--- config.mk ---
export PLATFORM = sky130hd
export DESIGN_NAME = rs485_slave_frame_engine_unit
export DESIGN_NICKNAME = d
export VERILOG_FILES = /design/src/rtl/rsfe_pkg.sv /design/src/rtl/rsfe_core.sv /design/src/rtl/rsfe_tx_seq.sv /design/src/rtl/rs485_slave_frame_engine_unit.sv
export SDC_FILE = /design/constraint.sdc
export NUM_CORES = 1
export LEC_CHECK = 0
export BUFFER_PORTS_ARGS = -buffer_cell sky130_fd_sc_hd__buf_2
export CAP_MARGIN = 20
export CORE_MARGIN = 2
export CORE_UTILIZATION = 30
export DETAILED_ROUTE_END_ITERATION = 6
export PLACE_DENSITY = 0.55
export SKIP_CTS_REPAIR_TIMING = 1
export SYNTH_ARGS = -nofsm -noshare
export SYNTH_HDL_FRONTEND = slang
export SYNTH_HIERARCHICAL = 1
export SYNTH_SLANG_ARGS = --single-unit
--- constraint.sdc ---
create_clock -name clk -period 7.8 [get_ports clk]
set_clock_uncertainty 0.15 [all_clocks]
set_input_delay 1.17 -clock clk [delete_from_list [all_inputs] [get_ports clk]]
set_output_delay 1.17 -clock clk [all_outputs]
set_load 0.02 [all_outputs]
--- src/rtl/rsfe_pkg.sv ---
// ----------------------------------------------------------------------------
// rsfe_pkg - shared types and constants
// configuration layout, result burst descriptor and segment decode
// ----------------------------------------------------------------------------
package rsfe_pkg;

	localparam int FRAME_BYTES = 4;
	localparam int CFG_IDX_W   = 3;

	// configuration register indexes
	localparam logic [CFG_IDX_W-1:0] CFG_START_CODE  = 3'd0;
	localparam logic [CFG_IDX_W-1:0] CFG_STOP_CODE   = 3'd1;
	localparam logic [CFG_IDX_W-1:0] CFG_READ_CODE   = 3'd2;
	localparam logic [CFG_IDX_W-1:0] CFG_WRITE_CODE  = 3'd3;
	localparam logic [CFG_IDX_W-1:0] CFG_FIND_CODE   = 3'd4;
	localparam logic [CFG_IDX_W-1:0] CFG_KEY_PATTERN = 3'd5;
	localparam logic [CFG_IDX_W-1:0] CFG_CHIP_ID_LOW = 3'd6;

	// input opcodes and result kinds
	localparam logic OP_RX_BYTE  = 1'b0;
	localparam logic OP_KEY_TICK = 1'b1;
	localparam logic KIND_TX     = 1'b0;
	localparam logic KIND_SEG    = 1'b1;

	localparam logic [7:0] ASCII_ZERO  = 8'h30;
	localparam logic [7:0] DASH_CODE   = 8'd16;
	localparam logic [7:0] ADDR_RESET  = 8'hFF;
	localparam logic [7:0] DIGIT_WRAP  = 8'd9;
	localparam logic [2:0] REPLY_LAST  = 3'd5;

	typedef struct packed {
		logic [7:0] start_code;
		logic [7:0] stop_code;
		logic [7:0] read_code;
		logic [7:0] write_code;
		logic [7:0] find_code;
		logic [3:0] key_pattern;
		logic [7:0] chip_id_low;
	} rsfe_cfg_t;

	// everything one item emits: optional display beat, then optional reply frame
	typedef struct packed {
		logic       load;
		logic       has_disp;
		logic [6:0] seg;
		logic       has_reply;
		logic [7:0] start_code;
		logic [7:0] addr;
		logic [7:0] func;
		logic [7:0] data;
		logic [7:0] stop_code;
	} rsfe_burst_t;

	function automatic logic [6:0] seg_of(input logic [7:0] digit);
		logic [6:0] s;
		unique case (digit)
			8'd0:    s = 7'b0111111;
			8'd1:    s = 7'b0000110;
			8'd2:    s = 7'b1011011;
			8'd3:    s = 7'b1001111;
			8'd4:    s = 7'b1100110;
			8'd5:    s = 7'b1101101;
			8'd6:    s = 7'b1111101;
			8'd7:    s = 7'b0000111;
			8'd8:    s = 7'b1111111;
			8'd9:    s = 7'b1101111;
			8'd10:   s = 7'h5F;
			8'd11:   s = 7'h7C;
			8'd12:   s = 7'h58;
			8'd13:   s = 7'h5E;
			8'd14:   s = 7'h7B;
			8'd15:   s = 7'h71;
			8'd16:   s = 7'b1000000;
			default: s = 7'b0000000;
		endcase
		return s;
	endfunction

endpackage

--- src/rtl/rsfe_core.sv ---
// ----------------------------------------------------------------------------
// rsfe_core - frame, address and key state
// updates all state for one item and describes its results
// ----------------------------------------------------------------------------
module rsfe_core
	import rsfe_pkg::*;
(
	input  logic        clk,
	input  logic        arst_n,
	input  logic        take,
	input  logic        opcode,
	input  logic [7:0]  rx_byte,
	input  logic        key_level,
	input  rsfe_cfg_t   cfg,
	output rsfe_burst_t burst
);

	logic       operating_q;
	logic [7:0] slave_address_q;
	logic [7:0] shown_digit_q;
	logic       in_frame_q;
	logic [7:0] frame_store_q [FRAME_BYTES];
	logic [2:0] frame_fill_q;
	logic [3:0] key_history_q;

	logic       operating_d;
	logic [7:0] slave_address_d;
	logic [7:0] shown_digit_d;
	logic       in_frame_d;
	logic       store_wr;
	logic [2:0] frame_fill_d;
	logic [3:0] key_history_d;
	logic [7:0] f_addr, f_func, f_data;
	logic       frame_ok;

	assign f_addr   = frame_store_q[0];
	assign f_func   = frame_store_q[1];
	assign f_data   = frame_store_q[2];
	assign frame_ok = ((f_addr ^ f_func ^ f_data) == frame_store_q[3]) &&
		(f_addr == slave_address_q);

	always_comb begin
		operating_d     = operating_q;
		slave_address_d = slave_address_q;
		shown_digit_d   = shown_digit_q;
		in_frame_d      = in_frame_q;
		frame_fill_d    = frame_fill_q;
		key_history_d   = key_history_q;
		store_wr        = 1'b0;
		burst           = '0;
		burst.start_code = cfg.start_code;
		burst.stop_code  = cfg.stop_code;
		burst.addr       = slave_address_q;
		if (opcode == OP_RX_BYTE) begin
			priority if (rx_byte == cfg.start_code) begin
				in_frame_d   = 1'b1;
				frame_fill_d = 3'd0;
			end else if (rx_byte == cfg.stop_code) begin
				in_frame_d = 1'b0;
				if (frame_ok) begin
					priority if (f_func == cfg.write_code) begin
						shown_digit_d   = f_data - ASCII_ZERO;
						burst.has_disp  = 1'b1;
						burst.has_reply = operating_q;
						burst.func      = cfg.write_code;
						burst.data      = ASCII_ZERO;
					end else if (f_func == cfg.read_code) begin
						burst.has_reply = operating_q;
						burst.func      = cfg.read_code;
						burst.data      = shown_digit_q + ASCII_ZERO;
					end else if (f_func == cfg.find_code) begin
						if (!operating_q) begin
							slave_address_d = cfg.chip_id_low;
							operating_d     = 1'b1;
							burst.has_reply = 1'b1;
							burst.func      = cfg.find_code;
							burst.data      = cfg.chip_id_low;
						end
					end else begin
						// unknown function: no effect
					end
				end
			end else if (in_frame_q && (frame_fill_q < 3'(FRAME_BYTES))) begin
				store_wr     = 1'b1;
				frame_fill_d = frame_fill_q + 3'd1;
			end else begin
				// stray or overrun byte
			end
		end else begin
			key_history_d = {key_history_q[2:0], key_level};
			if ((key_history_d == cfg.key_pattern) && operating_q) begin
				shown_digit_d  = (shown_digit_q >= DIGIT_WRAP) ? 8'd0 : shown_digit_q + 8'd1;
				burst.has_disp = 1'b1;
			end
		end
		burst.seg  = seg_of(shown_digit_d);
		burst.load = take && (burst.has_disp || burst.has_reply);
	end

	always_ff @(posedge clk or negedge arst_n) begin
		if (!arst_n) begin
			operating_q     <= 1'b0;
			slave_address_q <= ADDR_RESET;
			shown_digit_q   <= DASH_CODE;
			in_frame_q      <= 1'b0;
			frame_fill_q    <= 3'd0;
			key_history_q   <= 4'd0;
			for (int i = 0; i < FRAME_BYTES; i++) frame_store_q[i] <= 8'd0;
		end else if (take) begin
			operating_q     <= operating_d;
			slave_address_q <= slave_address_d;
			shown_digit_q   <= shown_digit_d;
			in_frame_q      <= in_frame_d;
			frame_fill_q    <= frame_fill_d;
			key_history_q   <= key_history_d;
			if (store_wr) frame_store_q[frame_fill_q[1:0]] <= rx_byte;
		end
	end

endmodule

--- src/rtl/rsfe_tx_seq.sv ---
// ----------------------------------------------------------------------------
// rsfe_tx_seq - result sequencer
// holds one burst and plays it out one result per accepted beat
// ----------------------------------------------------------------------------
module rsfe_tx_seq
	import rsfe_pkg::*;
(
	input  logic        clk,
	input  logic        arst_n,
	input  rsfe_burst_t burst,
	output logic        free,
	output logic        m_tvalid,
	input  logic        m_tready,
	output logic [15:0] m_tdata,
	output logic        m_tuser,
	output logic        m_tlast
);

	logic       disp_q, rep_q;
	logic [2:0] rix_q;
	logic [6:0] seg_q;
	logic [7:0] start_q, addr_q, func_q, data_q, stop_q;
	logic [7:0] tx_byte;
	logic       beat;

	assign m_tvalid = disp_q | rep_q;
	assign m_tlast  = disp_q ? !rep_q : (rix_q == REPLY_LAST);
	assign m_tuser  = disp_q ? KIND_SEG : KIND_TX;
	assign beat     = m_tvalid & m_tready;
	assign free     = !m_tvalid | (beat & m_tlast);

	always_comb begin
		unique case (rix_q)
			3'd0:    tx_byte = start_q;
			3'd1:    tx_byte = addr_q;
			3'd2:    tx_byte = func_q;
			3'd3:    tx_byte = data_q;
			3'd4:    tx_byte = addr_q ^ func_q ^ data_q;
			default: tx_byte = stop_q;
		endcase
	end

	assign m_tdata = disp_q ? {1'b0, seg_q, 8'd0} : {8'd0, tx_byte};

	always_ff @(posedge clk or negedge arst_n) begin
		if (!arst_n) begin
			disp_q <= 1'b0;
			rep_q  <= 1'b0;
			rix_q  <= 3'd0;
		end else if (burst.load) begin
			disp_q <= burst.has_disp;
			rep_q  <= burst.has_reply;
			rix_q  <= 3'd0;
		end else if (beat) begin
			if (disp_q) begin
				disp_q <= 1'b0;
			end else if (rix_q == REPLY_LAST) begin
				rep_q <= 1'b0;
				rix_q <= 3'd0;
			end else begin
				rix_q <= rix_q + 3'd1;
			end
		end
	end

	always_ff @(posedge clk) begin
		if (burst.load) begin
			seg_q   <= burst.seg;
			start_q <= burst.start_code;
			addr_q  <= burst.addr;
			func_q  <= burst.func;
			data_q  <= burst.data;
			stop_q  <= burst.stop_code;
		end
	end

endmodule

--- src/rtl/rs485_slave_frame_engine_unit.sv ---
// ----------------------------------------------------------------------------
// rs485_slave_frame_engine_unit - rs485 slave frame engine
// bus byte framing, address check, replies, key stepping and digit display
// ----------------------------------------------------------------------------
// usage
//   s_* carries one request per item: tuser 0 = received bus byte, 1 = key tick
//   m_* returns results: tuser 0 = transmit byte, 1 = segment update; tlast marks
//   the final result of an item. items without results produce no beat
//   cfg_* writes the seven registers (index 0..6) at any time the block is idle;
//   cfg_ready is always high and unknown indexes are dropped
// timing
//   an accepted request sits in the input register until the sequencer is free;
//   then the core updates all state and loads the result sequencer, whose
//   registers drive the first result
//   requests that produce nothing flow at one per cycle while the sequencer is
//   free; an item with k results holds the sequencer for k beats (at most seven:
//   a display beat and a six-byte reply), which sets the sustained rate
// reset and stall
//   arst_n restores the register defaults, waiting mode, address 0xff and dash
//   when m_tready is low the current result holds, one more request waits in the
//   input register, and s_tready drops after that
// ----------------------------------------------------------------------------
module rs485_slave_frame_engine_unit
	import rsfe_pkg::*;
(
	input  logic                 clk,
	input  logic                 arst_n,
	input  logic                 s_tvalid,
	output logic                 s_tready,
	input  logic [15:0]          s_tdata,   // [7:0] rx_byte, [8] key_level, rest zero
	input  logic                 s_tuser,   // [0] opcode
	output logic                 m_tvalid,
	input  logic                 m_tready,
	output logic [15:0]          m_tdata,   // [7:0] tx_byte, [14:8] segments, rest zero
	output logic                 m_tuser,   // [0] kind
	output logic                 m_tlast,
	input  logic                 cfg_valid,
	output logic                 cfg_ready,
	input  logic [CFG_IDX_W-1:0] cfg_index,
	input  logic [7:0]           cfg_data
);

	rsfe_cfg_t   cfg_q;
	rsfe_burst_t burst;

	// input register
	logic       in_valid_s1;
	logic       opcode_s1;
	logic [7:0] rx_byte_s1;
	logic       key_level_s1;

	logic seq_free;
	logic take;

	// the core works on the held request once the sequencer can take its burst
	assign take      = in_valid_s1 & seq_free;
	assign s_tready  = !in_valid_s1 | take;
	assign cfg_ready = 1'b1;

	always_ff @(posedge clk or negedge arst_n) begin
		if (!arst_n) begin
			in_valid_s1 <= 1'b0;
		end else if (s_tready) begin
			in_valid_s1 <= s_tvalid;
		end
	end

	always_ff @(posedge clk) begin
		if (s_tvalid && s_tready) begin
			opcode_s1    <= s_tuser;
			rx_byte_s1   <= s_tdata[7:0];
			key_level_s1 <= s_tdata[8];
		end
	end

	// configuration registers
	always_ff @(posedge clk or negedge arst_n) begin
		if (!arst_n) begin
			cfg_q.start_code  <= 8'd2;
			cfg_q.stop_code   <= 8'd3;
			cfg_q.read_code   <= 8'd1;
			cfg_q.write_code  <= 8'd2;
			cfg_q.find_code   <= 8'd3;
			cfg_q.key_pattern <= 4'd12;
			cfg_q.chip_id_low <= 8'd0;
		end else if (cfg_valid) begin
			unique case (cfg_index)
				CFG_START_CODE:  cfg_q.start_code  <= cfg_data;
				CFG_STOP_CODE:   cfg_q.stop_code   <= cfg_data;
				CFG_READ_CODE:   cfg_q.read_code   <= cfg_data;
				CFG_WRITE_CODE:  cfg_q.write_code  <= cfg_data;
				CFG_FIND_CODE:   cfg_q.find_code   <= cfg_data;
				CFG_KEY_PATTERN: cfg_q.key_pattern <= cfg_data[3:0];
				CFG_CHIP_ID_LOW: cfg_q.chip_id_low <= cfg_data;
				default: ;
			endcase
		end
	end

	rsfe_core u_core (
		.clk       (clk),
		.arst_n    (arst_n),
		.take      (take),
		.opcode    (opcode_s1),
		.rx_byte   (rx_byte_s1),
		.key_level (key_level_s1),
		.cfg       (cfg_q),
		.burst     (burst)
	);

	rsfe_tx_seq u_seq (
		.clk      (clk),
		.arst_n   (arst_n),
		.burst    (burst),
		.free     (seq_free),
		.m_tvalid (m_tvalid),
		.m_tready (m_tready),
		.m_tdata  (m_tdata),
		.m_tuser  (m_tuser),
		.m_tlast  (m_tlast)
	);

endmodule

==> results.txt <==
* Final setup vio count: 0
- The initial utilization of the core area, before any placement, comes to slightly above 30%.
- Post-Route Setup TNS: 0 ns
- Hold Path End: u_seq/start_q[2]
- The final hold violation count is 0.
- # diodes: 0
- Most used standard cells in the synthesized netlist: sky130_fd_sc_hd__mux2_2, sky130_fd_sc_hd__dfrtp_1, sky130_fd_sc_hd__edfxtp_1
- Registers are responsible for 47.0% of the overall power.
- Dividing the detail-routed wire length by the instance count gives 19.2 um.
- Area growth, synth to finish: 10.5%
- Post-Route WL: 22300 um
- Post-detailed-placement half-perimeter wirelength: 16300 um
- Avg Inst Size Synth: 12.5 um2
- Highest net fanout along the worst path: 19
- WL met1: 11000 um
* RSZ-0062 raised after global routing: no
- GRT Util Overall: 14.6%
* Maximum number of buffers from clock root to sink: 2
- WP data required: 6.48 ns
- Multi-input logic area: 4140 um2
- Transition time of the tightest slew-check pin: approximately 1.0 ns
- Leakage power of the design: approximately 0.0041 uW
* Root buf cell: sky130_fd_sc_hd__clkbuf_16
- Hold path cells: 0
- Antenna Nets Post-Route: 0
* Fraction of registers with async set/reset: 66.7%
- Post-layout min period: roughly 4.3 ns
- Input/output buffers: 44
- Cell accounting for the most synthesized area: sky130_fd_sc_hd__dfrtp_1
* Uppermost routed layer: met4
* First element of the critical path: u_seq/rix_q[0]
* Clock sink count: ~170
- Summed over all layers, the global routing overflow is 0.
- Slowest Stage Delay on Critical Path: 0.82 ns
- Total CTS buffers: 17
- Crit path DAT: 2.98 ns
* Cells along the critical path: and2_1 > ha_1 > clkinv_1 > a31o_1 > a31oi_1 > buf_2
- In this run the cell area of the synthesized design comes to roughly 9000 um2.
* Placeable Area: 30300 um2
* FF-to-FF Start: rx_byte_s1[6]
- Critical path start-end classification: register to primary output
- Top-level I/O count: 54
- The worst setup path is launched from a register.
- The analysis attributes to net switching a power of 794 uW.
* Clock slew at the register clock pins of the worst setup and hold paths: 0.06 ns
* Clock Latency Late Sink: roughly 0.43 ns
* Tcrit/Tclk final: a little under three fifths
* Vias in the first global route: 5716
- Using the TritonRoute via totals, the vias-per-cell ratio works out to around 5.0.
- DRC violation total after the first TritonRoute iteration: 344
* Cell internal pwr: roughly 1800 uW
- The floorplan has 64 rows.
* Mapped Nets: between 700 and 800
- The layout has 3025 filler cells.
- Fraction of the yosys area taken by sequential cells: between 40% and 50%
- Slew Limit Fails: 0
- Pre-CTS WS: ~3.7 ns
- Synthesis handed over a netlist of between 700 and 800 instances.
- Counting distinct cell types in the post-synthesis netlist gives 79.
* Outcome: completed
- Worst Hold Launch: cfg_q[46]
* Drt pass-1 iters: 5
- Area taken by flip-flops and latches: ~4600 um2
* Area share of the largest cell type after synthesis: between 20% and 30%
- The first global-routing pass estimated 34800 um of wire.
- In this run the tightest slew margin relative to its limit is roughly a third.
- Clock network fraction of total power: 31.1%
- Routability-driven placement finished with a final weighted congestion of a little over 0.8.
- Share of total power in combinational logic: 21.9%
* Worst ir drop on vdd: 0.143 mV
* Fmax: 0.232 GHz
- Max-Cap Viols: 0
- In this run the worst hold path is classified as register to register.
- Most used flip-flop cell after synthesis: sky130_fd_sc_hd__dfrtp_1
* Number of vias in the routed layout: 5755
- CTS tree: yes
- The final layout contains 797 nets.
- Reg-to-reg endpoint: u_seq/addr_q[4]
- Met2 wire len: 10100 um
- After layout, the worst setup slack is about 3.5 ns.
- Die span in y: ~180 um
- The die is 179 um wide.
- For this design, the slowest cell found on the critical path is sky130_fd_sc_hd__dfrtp_1.
- Critical path capture point type: primary output
* Detailed-route DRC error count: 0
- Most frequently used cell type in the post-synthesis netlist: sky130_fd_sc_hd__mux2_2
- Number of warnings printed during yosys synthesis: 6
* Power per standard cell area: 254 nW/um2
* Synthesis-stage register bit count: approximately 170
- In the final layout, the share of cells above drive strength 1 is 31.2%.
- The number of antenna violations at the first check in global routing is 1.
* Number of synthesized flops with an enable pin: 57
- By area the synthesized netlist is led by sky130_fd_sc_hd__dfrtp_1, sky130_fd_sc_hd__edfxtp_1, sky130_fd_sc_hd__mux2_2, sky130_fd_sc_hd__xnor2_1, sky130_fd_sc_hd__dfstp_2.
* Pin count of the biggest net entering global routing: 70
- The number of cells on the worst reg-to-reg path is 8.
* Reg-to-reg slack, setup: 3.67 ns
- Switching power as a share of total power: 30.8%
* Total length of routed met3 wires: about 920 um
- Number of H-tree levels: 4
- The floorplan step defined a die boundary enclosing 32000 um2.
worst max-delay path: cells and delay by family, from the launching register on:
kind / cells / cell delay, ns
flip-flops: 1 / 0.82
buffers and inverters: 2 / 0.57
AO/OA/AOI/OAI: 2 / 0.54
adder cells (fa/ha/maj): 1 / 0.40
AND/OR/NAND/NOR: 1 / 0.22
power groups by stage:
stage          clock, uW  sequential [uW]  combinational [uW]
2_1_floorplan          0             1160                 502
3_3_place_gp           0             1230                 557
3_5_place_dp           0             1230                 564
4_1_cts              823             1210                 567
5_1_grt              854             1230                 626
6_report             801             1210                 563
layout make-up:
| cell class | instances | area share, % |
|---|---|---|
| clock buffers | 18 | 4.23 |
| clock inverters | 14 | 1.20 |
| inverters | 26 | 0.962 |
| multi-input cells | 484 | 40.8 |
| flip-flops and latches | 171 | 45.2 |
| well taps | 396 | 4.89 |
| repair buffers | 51 | 2.71 |
routing by layer:
layer  track usage, %  vias to the layer above
met5                0                        -
met4             3.59                        0
met3             2.82                       21
met2             22.2                      130
met1             21.3                     2904
li1                 -                     2700
cell families after synthesis:
kind of cell | Yosys count | synth area share (%)
AND/OR/NAND/NOR | 170 | 11.4
AO/OA/AOI/OAI | 99 | 8.26
XOR/XNOR | 89 | 9.96
multiplexers | 110 | 13.4
buffers and inverters | 80 | 5.01
other | 2 | 0.0818
flip-flops | 171 | 50.0
adder cells (fa/ha/maj) | 14 | 1.89
flip-flops by register name, indices dropped and copies added, names as in the netlist, 3 cells and up:
register,count
cfg_q,52
rx_byte_s1,8
u_core/f_addr,8
u_core/f_data,8
u_core/f_func,8
u_core/frame_fill_q,3
u_core/frame_store_q,8
u_core/key_history_q,3
u_core/shown_digit_q,8
u_core/slave_address_q,8
u_seq/addr_q,8
u_seq/data_q,8
u_seq/func_q,8
u_seq/rix_q,3
u_seq/seg_q,7
u_seq/start_q,8
u_seq/stop_q,8
worst max path at each step:
stage	to	slack [ns]
3_3_place_gp	u_seq/start_q[4]	3.68
5_1_grt	m_tdata[6]	3.22
2_1_floorplan	u_seq/rep_q	3.94
6_report	m_tdata[6]	3.50
3_5_place_dp	u_seq/stop_q[4]	3.66
4_1_cts	m_tdata[6]	3.49
cells in the final DEF (no fill, tap or decap), drive strengths merged, types with 12 or more instances in the layout:
master    n
nor2     30
buf      51
dfrtp    96
nand2    34
nor3     22
mux2    106
a221oi   17
dfstp    18
edfxtp   57
and2     12
xnor2    56
inv      29
clkbuf   18
ha       13
xor2     25
nor4     12
a31oi    12
o21ai    15
nand4    12
per-stage QoR:
step / util, % / power, uW / instances / cell area [um2] / hold WS, ns
6_report: 33.4 / 2570 / 1160 / 10100 / 0.357
5_1_grt: 33.4 / 2710 / 1160 / 10100 / 0.387
4_1_cts: 33.4 / 2600 / 1160 / 10100 / 0.350
3_5_place_dp: 31.6 / 1790 / 1128 / 9590 / 0.336
3_3_place_gp: 31.6 / 1780 / 1128 / 9590 / 0.344
2_1_floorplan: - / 1660 / 735 / 9180 / 0.319
Note: power is estimated with default switching activity, not from simulation.
